[config.mk]
export PLATFORM = sky130hd
export DESIGN_NAME = encoder_pid_speed_controller
export DESIGN_NICKNAME = d
export VERILOG_FILES = /design/src/rtl/epsc_pkg.sv /design/src/rtl/encoder_pid_speed_controller.sv /design/src/rtl/epsc_ctrl.sv /design/src/rtl/epsc_dp.sv
export SDC_FILE = /design/constraint.sdc
export NUM_CORES = 2
export LEC_CHECK = 0
export BUFFER_PORTS_ARGS = -buffer_cell sky130_fd_sc_hd__buf_2
export CAP_MARGIN = 0
export CORE_ASPECT_RATIO = 0.6
export CORE_MARGIN = 5
export CORE_UTILIZATION = 64
export CTS_CLUSTER_SIZE = 28
export DETAILED_ROUTE_END_ITERATION = 10
export PLACE_DENSITY_LB_ADDON = 0.25
export SLEW_MARGIN = 25
export SYNTH_ARGS = -nofsm -noshare
export SYNTH_HDL_FRONTEND = slang
export SYNTH_SLANG_ARGS = --single-unit
[constraint.sdc]
create_clock -name clk_i -period 17.1 [get_ports clk_i]
set_clock_uncertainty 0.1 [all_clocks]
set_input_delay 1.71 -clock clk_i [delete_from_list [all_inputs] [get_ports clk_i]]
set_output_delay 1.71 -clock clk_i [all_outputs]
set_load 0.01 [all_outputs]
[src/rtl/epsc_pkg.sv]
// Shared types and constants of the encoder PID speed controller.
`timescale 1ns / 1ps
package epsc_pkg;

  localparam int unsigned StopHoldMs      = 100;
  localparam int unsigned DriveMaxDefault = 255;

  localparam int unsigned CfgIdxW   = 3;
  localparam int unsigned CfgDataW  = 24;
  localparam int unsigned InTdataW  = 56;
  localparam int unsigned OutTdataW = 72;
  localparam int unsigned ProdW     = 52;
  localparam int unsigned AccW      = 53;
  localparam int unsigned ErrW      = 24;
  localparam int unsigned IntegW    = 40;

  typedef enum logic [2:0] {
    CFG_PERIOD = 3'd0,
    CFG_KP     = 3'd1,
    CFG_KI     = 3'd2,
    CFG_KD     = 3'd3,
    CFG_SCALE  = 3'd4
  } cfg_idx_e;

  typedef enum logic [1:0] {
    MODE_EDGE = 2'd0,
    MODE_MOVE = 2'd1,
    MODE_STOP = 2'd2,
    MODE_NOP  = 2'd3
  } mode_e;

  typedef enum logic [3:0] {
    S_IDLE, S_EDGE, S_STOP, S_MOVE, S_SPEED, S_ERR, S_INT, S_INTACC,
    S_PACC, S_IACC, S_DSUB, S_ABS, S_CLAMP, S_FINISH, S_OUT
  } state_e;

  typedef enum logic [3:0] {
    OP_NONE, OP_LOAD, OP_EDGE, OP_STOP, OP_MOVE, OP_SPEED, OP_ERR, OP_INT,
    OP_INTACC, OP_PACC, OP_IACC, OP_DSUB, OP_ABS, OP_CLAMP, OP_FINISH, OP_OUT
  } dp_op_e;

  typedef struct packed {
    dp_op_e op;
  } dp_cmd_t;

  typedef struct packed {
    logic upd;
    logic err_zero;
  } dp_stat_t;

endpackage

[src/rtl/encoder_pid_speed_controller.sv]
// Top level of the encoder PID speed controller.
//
//  channel   direction  tdata / tuser                                   handshake
//  s_axis    in         mode; enc_a, enc_b, now_ms, target_speed, fwd   tvalid/tready
//  m_axis    out        drive, dir pins, position, error; sample_done   tvalid/tready
//  cfg       in         register index, write data                      cfg_we_i
//
// One request at a time. Encoder edge, stop and idle requests and a move request
// without an update go on to the output step; a move that runs the control update
// steps through the single shared 17x35 multiplier and the accumulator, and skips the
// gain steps when the error is zero. Reset clears all loop state at once.
// A result waiting in the output register does not block the next request; a second
// finished result waits until the first is taken.
`timescale 1ns / 1ps
module encoder_pid_speed_controller #(
  parameter int unsigned DRIVE_MAX = epsc_pkg::DriveMaxDefault
) (
  input  logic                            clk_i,
  input  logic                            rst_ni,
  input  logic                            s_axis_tvalid_i,
  output logic                            s_axis_tready_o,
  // [0] enc_a, [1] enc_b, [33:2] now_ms, [49:34] target_speed, [50] forward
  input  logic [epsc_pkg::InTdataW-1:0]   s_axis_tdata_i,
  // [1:0] mode
  input  logic [1:0]                      s_axis_tuser_i,
  output logic                            m_axis_tvalid_o,
  input  logic                            m_axis_tready_i,
  // [7:0] drive_level, [8] dir_pin_one, [9] dir_pin_two, [41:10] position_count,
  // [65:42] speed_error
  output logic [epsc_pkg::OutTdataW-1:0]  m_axis_tdata_o,
  // [0] sample_done
  output logic                            m_axis_tuser_o,
  input  logic                            cfg_we_i,
  input  logic [epsc_pkg::CfgIdxW-1:0]    cfg_idx_i,
  input  logic [epsc_pkg::CfgDataW-1:0]   cfg_data_i
);
  import epsc_pkg::*;

  dp_cmd_t  cmd;
  dp_stat_t stat;

  epsc_ctrl u_ctrl (
    .clk_i     (clk_i),
    .rst_ni    (rst_ni),
    .s_valid_i (s_axis_tvalid_i),
    .mode_i    (s_axis_tuser_i),
    .m_ready_i (m_axis_tready_i),
    .s_ready_o (s_axis_tready_o),
    .m_valid_o (m_axis_tvalid_o),
    .cmd_o     (cmd),
    .stat_i    (stat)
  );

  epsc_dp #(
    .DRIVE_MAX (DRIVE_MAX)
  ) u_dp (
    .clk_i      (clk_i),
    .rst_ni     (rst_ni),
    .cfg_we_i   (cfg_we_i),
    .cfg_idx_i  (cfg_idx_i),
    .cfg_data_i (cfg_data_i),
    .in_data_i  (s_axis_tdata_i),
    .cmd_i      (cmd),
    .stat_o     (stat),
    .out_data_o (m_axis_tdata_o),
    .out_done_o (m_axis_tuser_o)
  );

  a_one_request: assert property (@(posedge clk_i) disable iff (!rst_ni)
    s_axis_tvalid_i && s_axis_tready_o |=> !s_axis_tready_o)
    else $error("request accepted while another is in progress");

  a_drive_bound: assert property (@(posedge clk_i) disable iff (!rst_ni)
    m_axis_tvalid_o |-> 32'(m_axis_tdata_o[7:0]) <= DRIVE_MAX)
    else $error("drive level above limit");

  a_update_dir: assert property (@(posedge clk_i) disable iff (!rst_ni)
    m_axis_tvalid_o && m_axis_tuser_o |-> m_axis_tdata_o[8] != m_axis_tdata_o[9])
    else $error("control update without a direction set");

endmodule

[src/rtl/epsc_ctrl.sv]
// Sequencer of the encoder PID speed controller.
`timescale 1ns / 1ps
module epsc_ctrl (
  input  logic              clk_i,
  input  logic              rst_ni,
  input  logic              s_valid_i,
  input  logic [1:0]        mode_i,
  input  logic              m_ready_i,
  output logic              s_ready_o,
  output logic              m_valid_o,
  output epsc_pkg::dp_cmd_t cmd_o,
  input  epsc_pkg::dp_stat_t stat_i
);
  import epsc_pkg::*;

  state_e state_q, state_d;
  logic   out_vld_q, out_vld_d;
  logic   out_free;
  mode_e  mode;

  assign mode     = mode_e'(mode_i);
  assign out_free = !out_vld_q || m_ready_i;

  always_comb begin
    state_d = state_q;
    case (state_q)
      S_IDLE: begin
        if (s_valid_i) begin
          case (mode)
            MODE_EDGE: state_d = S_EDGE;
            MODE_MOVE: state_d = S_MOVE;
            MODE_STOP: state_d = S_STOP;
            default:   state_d = S_OUT;
          endcase
        end
      end
      S_EDGE:   state_d = S_OUT;
      S_STOP:   state_d = S_OUT;
      S_MOVE:   state_d = stat_i.upd ? S_SPEED : S_OUT;
      S_SPEED:  state_d = S_ERR;
      S_ERR:    state_d = S_INT;
      S_INT:    state_d = stat_i.err_zero ? S_FINISH : S_INTACC;
      S_INTACC: state_d = S_PACC;
      S_PACC:   state_d = S_IACC;
      S_IACC:   state_d = S_DSUB;
      S_DSUB:   state_d = S_ABS;
      S_ABS:    state_d = S_CLAMP;
      S_CLAMP:  state_d = S_FINISH;
      S_FINISH: state_d = S_OUT;
      S_OUT: begin
        if (out_free) state_d = S_IDLE;
      end
      default:  state_d = S_IDLE;
    endcase
  end

  always_comb begin
    s_ready_o = 1'b0;
    cmd_o.op  = OP_NONE;
    case (state_q)
      S_IDLE: begin
        s_ready_o = 1'b1;
        if (s_valid_i) cmd_o.op = OP_LOAD;
      end
      S_EDGE:   cmd_o.op = OP_EDGE;
      S_STOP:   cmd_o.op = OP_STOP;
      S_MOVE:   cmd_o.op = OP_MOVE;
      S_SPEED:  cmd_o.op = OP_SPEED;
      S_ERR:    cmd_o.op = OP_ERR;
      S_INT:    cmd_o.op = OP_INT;
      S_INTACC: cmd_o.op = OP_INTACC;
      S_PACC:   cmd_o.op = OP_PACC;
      S_IACC:   cmd_o.op = OP_IACC;
      S_DSUB:   cmd_o.op = OP_DSUB;
      S_ABS:    cmd_o.op = OP_ABS;
      S_CLAMP:  cmd_o.op = OP_CLAMP;
      S_FINISH: cmd_o.op = OP_FINISH;
      S_OUT: begin
        if (out_free) cmd_o.op = OP_OUT;
      end
      default:  cmd_o.op = OP_NONE;
    endcase
  end

  always_comb begin
    out_vld_d = out_vld_q;
    if (state_q == S_OUT && out_free) begin
      out_vld_d = 1'b1;
    end else if (m_ready_i) begin
      out_vld_d = 1'b0;
    end
  end

  assign m_valid_o = out_vld_q;

  always_ff @(posedge clk_i or negedge rst_ni) begin
    if (!rst_ni) begin
      state_q   <= S_IDLE;
      out_vld_q <= 1'b0;
    end else begin
      state_q   <= state_d;
      out_vld_q <= out_vld_d;
    end
  end

endmodule

[src/rtl/epsc_dp.sv]
// Datapath of the encoder PID speed controller: state, shared multiplier, result register.
`timescale 1ns / 1ps
module epsc_dp #(
  parameter int unsigned DRIVE_MAX = epsc_pkg::DriveMaxDefault
) (
  input  logic                            clk_i,
  input  logic                            rst_ni,
  input  logic                            cfg_we_i,
  input  logic [epsc_pkg::CfgIdxW-1:0]    cfg_idx_i,
  input  logic [epsc_pkg::CfgDataW-1:0]   cfg_data_i,
  input  logic [epsc_pkg::InTdataW-1:0]   in_data_i,
  input  epsc_pkg::dp_cmd_t               cmd_i,
  output epsc_pkg::dp_stat_t              stat_o,
  output logic [epsc_pkg::OutTdataW-1:0]  out_data_o,
  output logic                            out_done_o
);
  import epsc_pkg::*;

  localparam int unsigned DriveW = $clog2(DRIVE_MAX + 1) + 8;
  localparam logic [AccW-1:0] DriveMaxQ = AccW'(DRIVE_MAX) << 8;
  localparam logic signed [43:0] ErrMaxW = 44'sd8388607;
  localparam logic signed [43:0] ErrMinW = -44'sd8388608;

  // configuration
  logic [9:0]  period_q;
  logic [15:0] kp_q, ki_q, kd_q;
  logic [23:0] scale_q;

  // latched request
  logic        enc_a_q, enc_b_q, fwd_q;
  logic [31:0] now_q;
  logic [15:0] target_q;

  // controller state
  logic [31:0]        pos_q, pos_d, prev_pos_q, prev_pos_d, prev_speed_q, prev_speed_d;
  logic [IntegW-1:0]  integ_q, integ_d;
  logic [DriveW-1:0]  drive_q, drive_d;
  logic [31:0]        last_upd_q, last_upd_d, stop_pos_q, stop_pos_d, stop_time_q, stop_time_d;
  logic               dir_latch_q, dir_latch_d, stop_lat_q, stop_lat_d;
  logic [ErrW-1:0]    last_err_q, last_err_d;
  logic [1:0]         dir_q, dir_d;
  logic               done_q, done_d;

  // working registers
  logic [32:0]        diff_q, diff_d, speed_q, speed_d;
  logic [ProdW-1:0]   prod_q, prod_d;
  logic [34:0]        dspeed_q, dspeed_d;
  logic [AccW-1:0]    acc_q, acc_d;

  // result register
  logic [OutTdataW-1:0] out_data_q;
  logic                 out_done_q;

  // shared multiplier
  logic signed [16:0]      mul_a;
  logic signed [34:0]      mul_b;
  logic signed [ProdW-1:0] mul_p;

  logic               restart;
  logic [31:0]        eff_prev, eff_last, elapsed, stop_pos_eff, stop_time_eff;
  logic               stop_ge, stop_lat_new;
  logic signed [43:0] err_w;
  logic [ErrW-1:0]    err_sat;
  logic signed [40:0] integ_sum;
  logic [DriveW-1:0]  lvl_w;
  logic [7:0]         level;

  always_comb begin
    mul_a = '0;
    mul_b = '0;
    case (cmd_i.op)
      OP_SPEED: begin
        mul_a = {target_q[15], target_q};
        mul_b = {11'b0, scale_q};
      end
      OP_INT: begin
        mul_a = {1'b0, ki_q};
        mul_b = {{11{last_err_q[ErrW-1]}}, last_err_q};
      end
      OP_INTACC: begin
        mul_a = {1'b0, kp_q};
        mul_b = {{11{last_err_q[ErrW-1]}}, last_err_q};
      end
      OP_PACC: begin
        mul_a = {1'b0, kd_q};
        mul_b = dspeed_q;
      end
      default: begin
        mul_a = '0;
        mul_b = '0;
      end
    endcase
  end

  assign mul_p = mul_a * mul_b;

  assign restart  = fwd_q != dir_latch_q;
  assign eff_prev = restart ? pos_q : prev_pos_q;
  assign eff_last = restart ? now_q : last_upd_q;
  assign elapsed  = now_q - eff_last;

  assign stop_pos_eff  = stop_lat_q ? stop_pos_q : pos_q;
  assign stop_time_eff = stop_lat_q ? stop_time_q : now_q;
  assign stop_ge       = $signed(pos_q) >= $signed(stop_pos_eff);
  assign stop_lat_new  = stop_lat_q || stop_ge;

  assign err_w = $signed(prod_q[51:8]) - $signed({3'b0, speed_q, 8'b0});
  always_comb begin
    if (err_w > ErrMaxW) begin
      err_sat = 24'h7FFFFF;
    end else if (err_w < ErrMinW) begin
      err_sat = 24'h800000;
    end else begin
      err_sat = err_w[ErrW-1:0];
    end
  end

  assign integ_sum = $signed(prod_q[48:8]) + $signed({integ_q[IntegW-1], integ_q});

  always_comb begin
    pos_d        = pos_q;
    prev_pos_d   = prev_pos_q;
    prev_speed_d = prev_speed_q;
    integ_d      = integ_q;
    drive_d      = drive_q;
    last_upd_d   = last_upd_q;
    stop_pos_d   = stop_pos_q;
    stop_time_d  = stop_time_q;
    dir_latch_d  = dir_latch_q;
    stop_lat_d   = stop_lat_q;
    last_err_d   = last_err_q;
    dir_d        = dir_q;
    done_d       = done_q;
    diff_d       = diff_q;
    speed_d      = speed_q;
    prod_d       = prod_q;
    dspeed_d     = dspeed_q;
    acc_d        = acc_q;
    case (cmd_i.op)
      OP_LOAD: done_d = 1'b0;
      OP_EDGE: pos_d = (enc_a_q != enc_b_q) ? pos_q + 32'd1 : pos_q - 32'd1;
      OP_STOP: begin
        if (!stop_lat_q) begin
          stop_pos_d  = pos_q;
          stop_time_d = now_q;
        end
        stop_lat_d = stop_lat_new;
        dir_d      = stop_ge ? 2'b01 : 2'b10;
        if (stop_lat_new && (now_q - stop_time_eff) > 32'(StopHoldMs)) drive_d = '0;
      end
      OP_MOVE: begin
        if (restart) begin
          prev_pos_d   = pos_q;
          last_upd_d   = now_q;
          drive_d      = '0;
          integ_d      = '0;
          prev_speed_d = '0;
          dir_latch_d  = ~dir_latch_q;
        end
        dir_d  = fwd_q ? 2'b10 : 2'b01;
        diff_d = {pos_q[31], pos_q} - {eff_prev[31], eff_prev};
      end
      OP_SPEED: begin
        speed_d = diff_q[32] ? -diff_q : diff_q;
        prod_d  = mul_p;
      end
      OP_ERR: last_err_d = err_sat;
      OP_INT: begin
        prod_d   = mul_p;
        dspeed_d = {2'b0, speed_q} - {3'b0, prev_speed_q};
      end
      OP_INTACC: begin
        if (integ_sum[40] != integ_sum[39]) begin
          integ_d = integ_sum[40] ? {1'b1, {(IntegW-1){1'b0}}} : {1'b0, {(IntegW-1){1'b1}}};
        end else begin
          integ_d = integ_sum[IntegW-1:0];
        end
        prod_d = mul_p;
        acc_d  = {{(AccW-DriveW){1'b0}}, drive_q};
      end
      OP_PACC: begin
        acc_d  = acc_q + {{(AccW-44){prod_q[ProdW-1]}}, prod_q[51:8]};
        prod_d = mul_p;
      end
      OP_IACC:  acc_d = acc_q + {{(AccW-IntegW){integ_q[IntegW-1]}}, integ_q};
      OP_DSUB:  acc_d = acc_q - {{(AccW-ProdW){prod_q[ProdW-1]}}, prod_q};
      OP_ABS:   acc_d = acc_q[AccW-1] ? -acc_q : acc_q;
      OP_CLAMP: drive_d = (acc_q > DriveMaxQ) ? DriveMaxQ[DriveW-1:0] : acc_q[DriveW-1:0];
      OP_FINISH: begin
        prev_speed_d = speed_q[31:0];
        last_upd_d   = now_q;
        prev_pos_d   = pos_q;
        done_d       = 1'b1;
      end
      default: done_d = done_q;
    endcase
  end

  assign lvl_w = drive_q >> 8;
  assign level = (lvl_w > DriveW'(255)) ? 8'hFF : lvl_w[7:0];

  always_ff @(posedge clk_i or negedge rst_ni) begin
    if (!rst_ni) begin
      period_q <= 10'd10;
      kp_q     <= '0;
      ki_q     <= '0;
      kd_q     <= '0;
      scale_q  <= '0;
    end else if (cfg_we_i) begin
      case (cfg_idx_e'(cfg_idx_i))
        CFG_PERIOD: period_q <= cfg_data_i[9:0];
        CFG_KP:     kp_q     <= cfg_data_i[15:0];
        CFG_KI:     ki_q     <= cfg_data_i[15:0];
        CFG_KD:     kd_q     <= cfg_data_i[15:0];
        CFG_SCALE:  scale_q  <= cfg_data_i[23:0];
        default:    period_q <= period_q;
      endcase
    end
  end

  always_ff @(posedge clk_i or negedge rst_ni) begin
    if (!rst_ni) begin
      pos_q        <= '0;
      prev_pos_q   <= '0;
      prev_speed_q <= '0;
      integ_q      <= '0;
      drive_q      <= '0;
      last_upd_q   <= '0;
      stop_pos_q   <= '0;
      stop_time_q  <= '0;
      dir_latch_q  <= 1'b0;
      stop_lat_q   <= 1'b0;
      last_err_q   <= '0;
      dir_q        <= '0;
      done_q       <= 1'b0;
    end else begin
      pos_q        <= pos_d;
      prev_pos_q   <= prev_pos_d;
      prev_speed_q <= prev_speed_d;
      integ_q      <= integ_d;
      drive_q      <= drive_d;
      last_upd_q   <= last_upd_d;
      stop_pos_q   <= stop_pos_d;
      stop_time_q  <= stop_time_d;
      dir_latch_q  <= dir_latch_d;
      stop_lat_q   <= stop_lat_d;
      last_err_q   <= last_err_d;
      dir_q        <= dir_d;
      done_q       <= done_d;
    end
  end

  always_ff @(posedge clk_i) begin
    diff_q   <= diff_d;
    speed_q  <= speed_d;
    prod_q   <= prod_d;
    dspeed_q <= dspeed_d;
    acc_q    <= acc_d;
    if (cmd_i.op == OP_LOAD) begin
      enc_a_q  <= in_data_i[0];
      enc_b_q  <= in_data_i[1];
      now_q    <= in_data_i[33:2];
      target_q <= in_data_i[49:34];
      fwd_q    <= in_data_i[50];
    end
    if (cmd_i.op == OP_OUT) begin
      out_data_q <= {6'b0, last_err_q, pos_q, dir_q, level};
      out_done_q <= done_q;
    end
  end

  // update decision for the move request being sequenced, after any restart
  assign stat_o.upd      = elapsed >= {22'b0, period_q};
  assign stat_o.err_zero = last_err_q == '0;
  assign out_data_o      = out_data_q;
  assign out_done_o      = out_done_q;

endmodule

==> impl_metrics.env <==
export IMPL_whs_ns=0.356
export IMPL_tightest_slew_ns=1.08
export IMPL_holdPathEnd="u_dp.out_data_o[9]"
export IMPL_layout_drive_gt1_share_pct=7.57
export IMPL_netlist_area_um2=66200
export IMPL_worst_setup_path_start_kind="register"
export IMPL_reg2reg_slack_ns=6.66
export IMPL_reg2regPathDepth=30
export IMPL_worstPathArrival_ns=10.73
export IMPL_hpwl_um=155000
export IMPL_grt_pass1_wl_um=308000
export IMPL_cp_max_fo=46
export IMPL_htree_levels=3
export IMPL_async_reset_ff_share_pct=53.0
export IMPL_clk_pin_slew_worst_paths_ns=0.07
export IMPL_cts_tree="yes"
export IMPL_synth_compound_area_share_pct=15.8
export IMPL_muxShareOfSynthArea_pct=4.31
export IMPL_start_util_pct=64.4
export IMPL_synthXorXnorAreaFrac_pct=5.47
export IMPL_ys_seq_area_share_pct=28.4
export IMPL_die_w_um=425
export IMPL_clock_tree_root_cell="clkbuf_16"
export IMPL_post_cts_buffers=0
export IMPL_clock_latency_ns=0.68
export IMPL_reg2reg_from="u_ctrl.state_q[0]"
export IMPL_p_per_area_nw_per_um2=202
export IMPL_mostFrequentLayoutCells="inv_1 (795), nand2_1 (745), nor2_1 (605)"
export IMPL_fmax_mhz=95.8
export IMPL_n_fill_cell=8001
export IMPL_postRouteAntennaNets=0
export IMPL_die_area_um2=110000
export IMPL_syn_avg_cell_area_um2=9.32
export IMPL_yosys_warnings=0
export IMPL_relSlewSlack_pct=27.6
export IMPL_syn_to_final_growth_pct=6.94
export IMPL_holdPathStages=0
export IMPL_nets=8231
export IMPL_max_vdd_ir_drop_mv=0.155
export IMPL_drtPass1Iterations=6
export IMPL_synth_simple_area_share_pct=14.4
export IMPL_slew_viol_final=0
export IMPL_cts_sinks=687
export IMPL_grt_pass1_vias=53100
export IMPL_place_congestion=0.991
export IMPL_synth_edf_count=323
export IMPL_multiInputGateArea_um2=43500
export IMPL_min_period_ns=10.44
export IMPL_avgRoutedWirePerCell_um=22.9
export IMPL_synth_seq_cells=687
export IMPL_route_detailed_drc=0
export IMPL_drt_iter0_markers=6437
export IMPL_viasPerCell=6.38
export IMPL_finalSetupViolCount=0
export IMPL_cts_made_buffers=70
export IMPL_fin_util_pct=68.9
export IMPL_synth_top_family_by_area="adder cells"
export IMPL_layout_commonest_cell="inv_1"
export IMPL_holdCritStartpoint="u_dp.dir_q[1]"
export IMPL_p_leak_uw=0.0329
export IMPL_cp_slowest_stage_delay_ns=0.71
export IMPL_post_cts_resized=0
export IMPL_grt_ovfl_total=0
export IMPL_hold_buffers=0
export IMPL_coreArea_um2=103000
export IMPL_max_cap_violations=0
export IMPL_finalSetupTns_ns=0
export IMPL_crit_path_end_kind="register"
export IMPL_final_hold_violation_count=0
export IMPL_fin_area_um2=70800
export IMPL_fin_ws_ns=6.66
export IMPL_crit_family="adder cells"
export IMPL_vias=54800
export IMPL_ys_types=90
export IMPL_core_rowCount=91
export IMPL_required_ns=17.39
export IMPL_worst_hold_path_type="reg -> reg"
export IMPL_crit_type="reg -> reg"
export IMPL_clockBufferDepth=3
export IMPL_dpl_cell_area_um2=68400
export IMPL_rr_endpoint="u_dp.prod_q[49]"
export IMPL_dominantRegCellSynth="dfrtp_1"
export IMPL_portBuffers=153
export IMPL_grt_max_degree=148
export IMPL_area_sequential_um2=18800
export IMPL_slowest_stage="buf_4"
export IMPL_antenna_found_initial=5
export IMPL_outcome="complete, no violations"
export IMPL_period_share_pct=61.0
export IMPL_io_pins=165
export IMPL_path_buf_inv=7
export IMPL_dp_slack_ns=7.03
export IMPL_wl_um=197000
export IMPL_synthAdderAreaFrac_pct=25.5
export IMPL_path_common_cell="fa_1"
export IMPL_dieHeight_um=259
export IMPL_grt_util_all_layers_pct=35.8
export IMPL_syn_inst=7102
export IMPL_rsz0062_at_grt="false"
[state kept, by name, indices dropped and copies added (netlist names), 33 cells and up]
| name | flops |
|---|---|
| u_dp.speed_q | 33 |
| u_dp.diff_q | 33 |
| u_dp.integ_q | 40 |
| u_dp.out_data_o | 66 |
| u_dp.prod_q | 52 |
| u_dp.acc_q | 53 |
| u_dp.dspeed_q | 34 |
[Yosys cell counts, drive strengths merged, types with 17 or more instances]
cell / number / share of area (%)
clkbuf: 242 / 1.4
or4: 30 / 0.35
nor2b: 45 / 0.43
nand4: 57 / 0.54
a31oi: 44 / 0.42
a21o: 176 / 2.0
o21a: 75 / 0.85
o22ai: 47 / 0.44
a221o: 51 / 0.77
nor2: 613 / 3.5
o211ai: 19 / 0.22
a211o: 27 / 0.36
or3: 54 / 0.52
mux2: 134 / 2.3
a22o: 40 / 0.53
xnor2: 258 / 3.4
a211oi: 49 / 0.56
edfxtp: 323 / 15
a21boi: 17 / 0.19
buf: 30 / 0.22
o31ai: 32 / 0.36
and3: 52 / 0.49
o31a: 27 / 0.36
fa: 564 / 17
o21bai: 50 / 0.57
inv: 795 / 4.5
ha: 447 / 8.4
nand3: 86 / 0.66
xor2: 155 / 2.1
and2: 65 / 0.61
or2: 29 / 0.27
nor4: 53 / 0.50
dfrtp: 362 / 14
nand2: 748 / 4.2
a22oi: 73 / 0.83
nor3: 101 / 0.79
o21ai: 357 / 2.7
nand2b: 89 / 0.84
a21oi: 349 / 2.6
mux2i: 134 / 2.0
[worst max path at each step]
stage / startpoint / end / slack (ns) / depth (start not counted)
final: u_ctrl.state_q[0] / u_dp.prod_q[49] / 6.66 / 30
after global routing: u_ctrl.state_q[0] / u_dp.prod_q[49] / 6.26 / 30
after detailed placement: u_ctrl.state_q[1] / u_dp.prod_q[49] / 7.03 / 31
after CTS: u_ctrl.state_q[1] / u_dp.prod_q[49] / 6.98 / 31
after floorplan: u_ctrl.state_q[1] / u_dp.prod_q[46] / 7.92 / 32
after global placement: u_ctrl.state_q[0] / u_dp.prod_q[47] / 6.98 / 31
[routing by layer]
layer | share of wire, % | vias up | global-route usage (%)
met5 | 0.014 | - | 0
met1 | 43 | 26800 | 53.1
met4 | 3.1 | 4 | 9.34
li1 | - | 24600 | -
met2 | 40 | 2964 | 48.9
met3 | 14 | 393 | 14.0
[through the flow]
| stage | power, µW | std cells |
|---|---|---|
| finish | 14300 | 8591 |
| global route | 15300 | 8585 |
| CTS | 14000 | 8581 |
| detailed placement | 12300 | 8451 |
| global placement | 12000 | 8451 |
| floorplan | 9770 | 7107 |
[kinds of logic (layout without fill, tap and decap cells)]
logic type,count (synthesis),after routing
AOI/OAI and AO/OA,1579,1579
xor gates and xnor gates,413,413
adders and majority gates,1011,1011
buffers and inverters,1068,1149
DFF,687,687
muxes,268,268
other,1,14
and+or+nand+nor,2075,2075
[area by class of cell]
class / count / share of cell area, %
antenna: 8 / 0.0283
inverter: 796 / 4.22
clock inverter: 36 / 0.583
multi-input combinational: 5352 / 61.5
clock buffer: 94 / 2.76
timing repair buffer: 223 / 1.87
sequential: 687 / 26.6
tap: 1395 / 2.47
[report_power, final]
group          leakage [µW]  switching [µW]  internal (µW)
sequential          0.00757             829           2560
clock               0.00115             724            908
combinational        0.0242            5660           3590
Note: power is estimated with default switching activity, not from simulation.
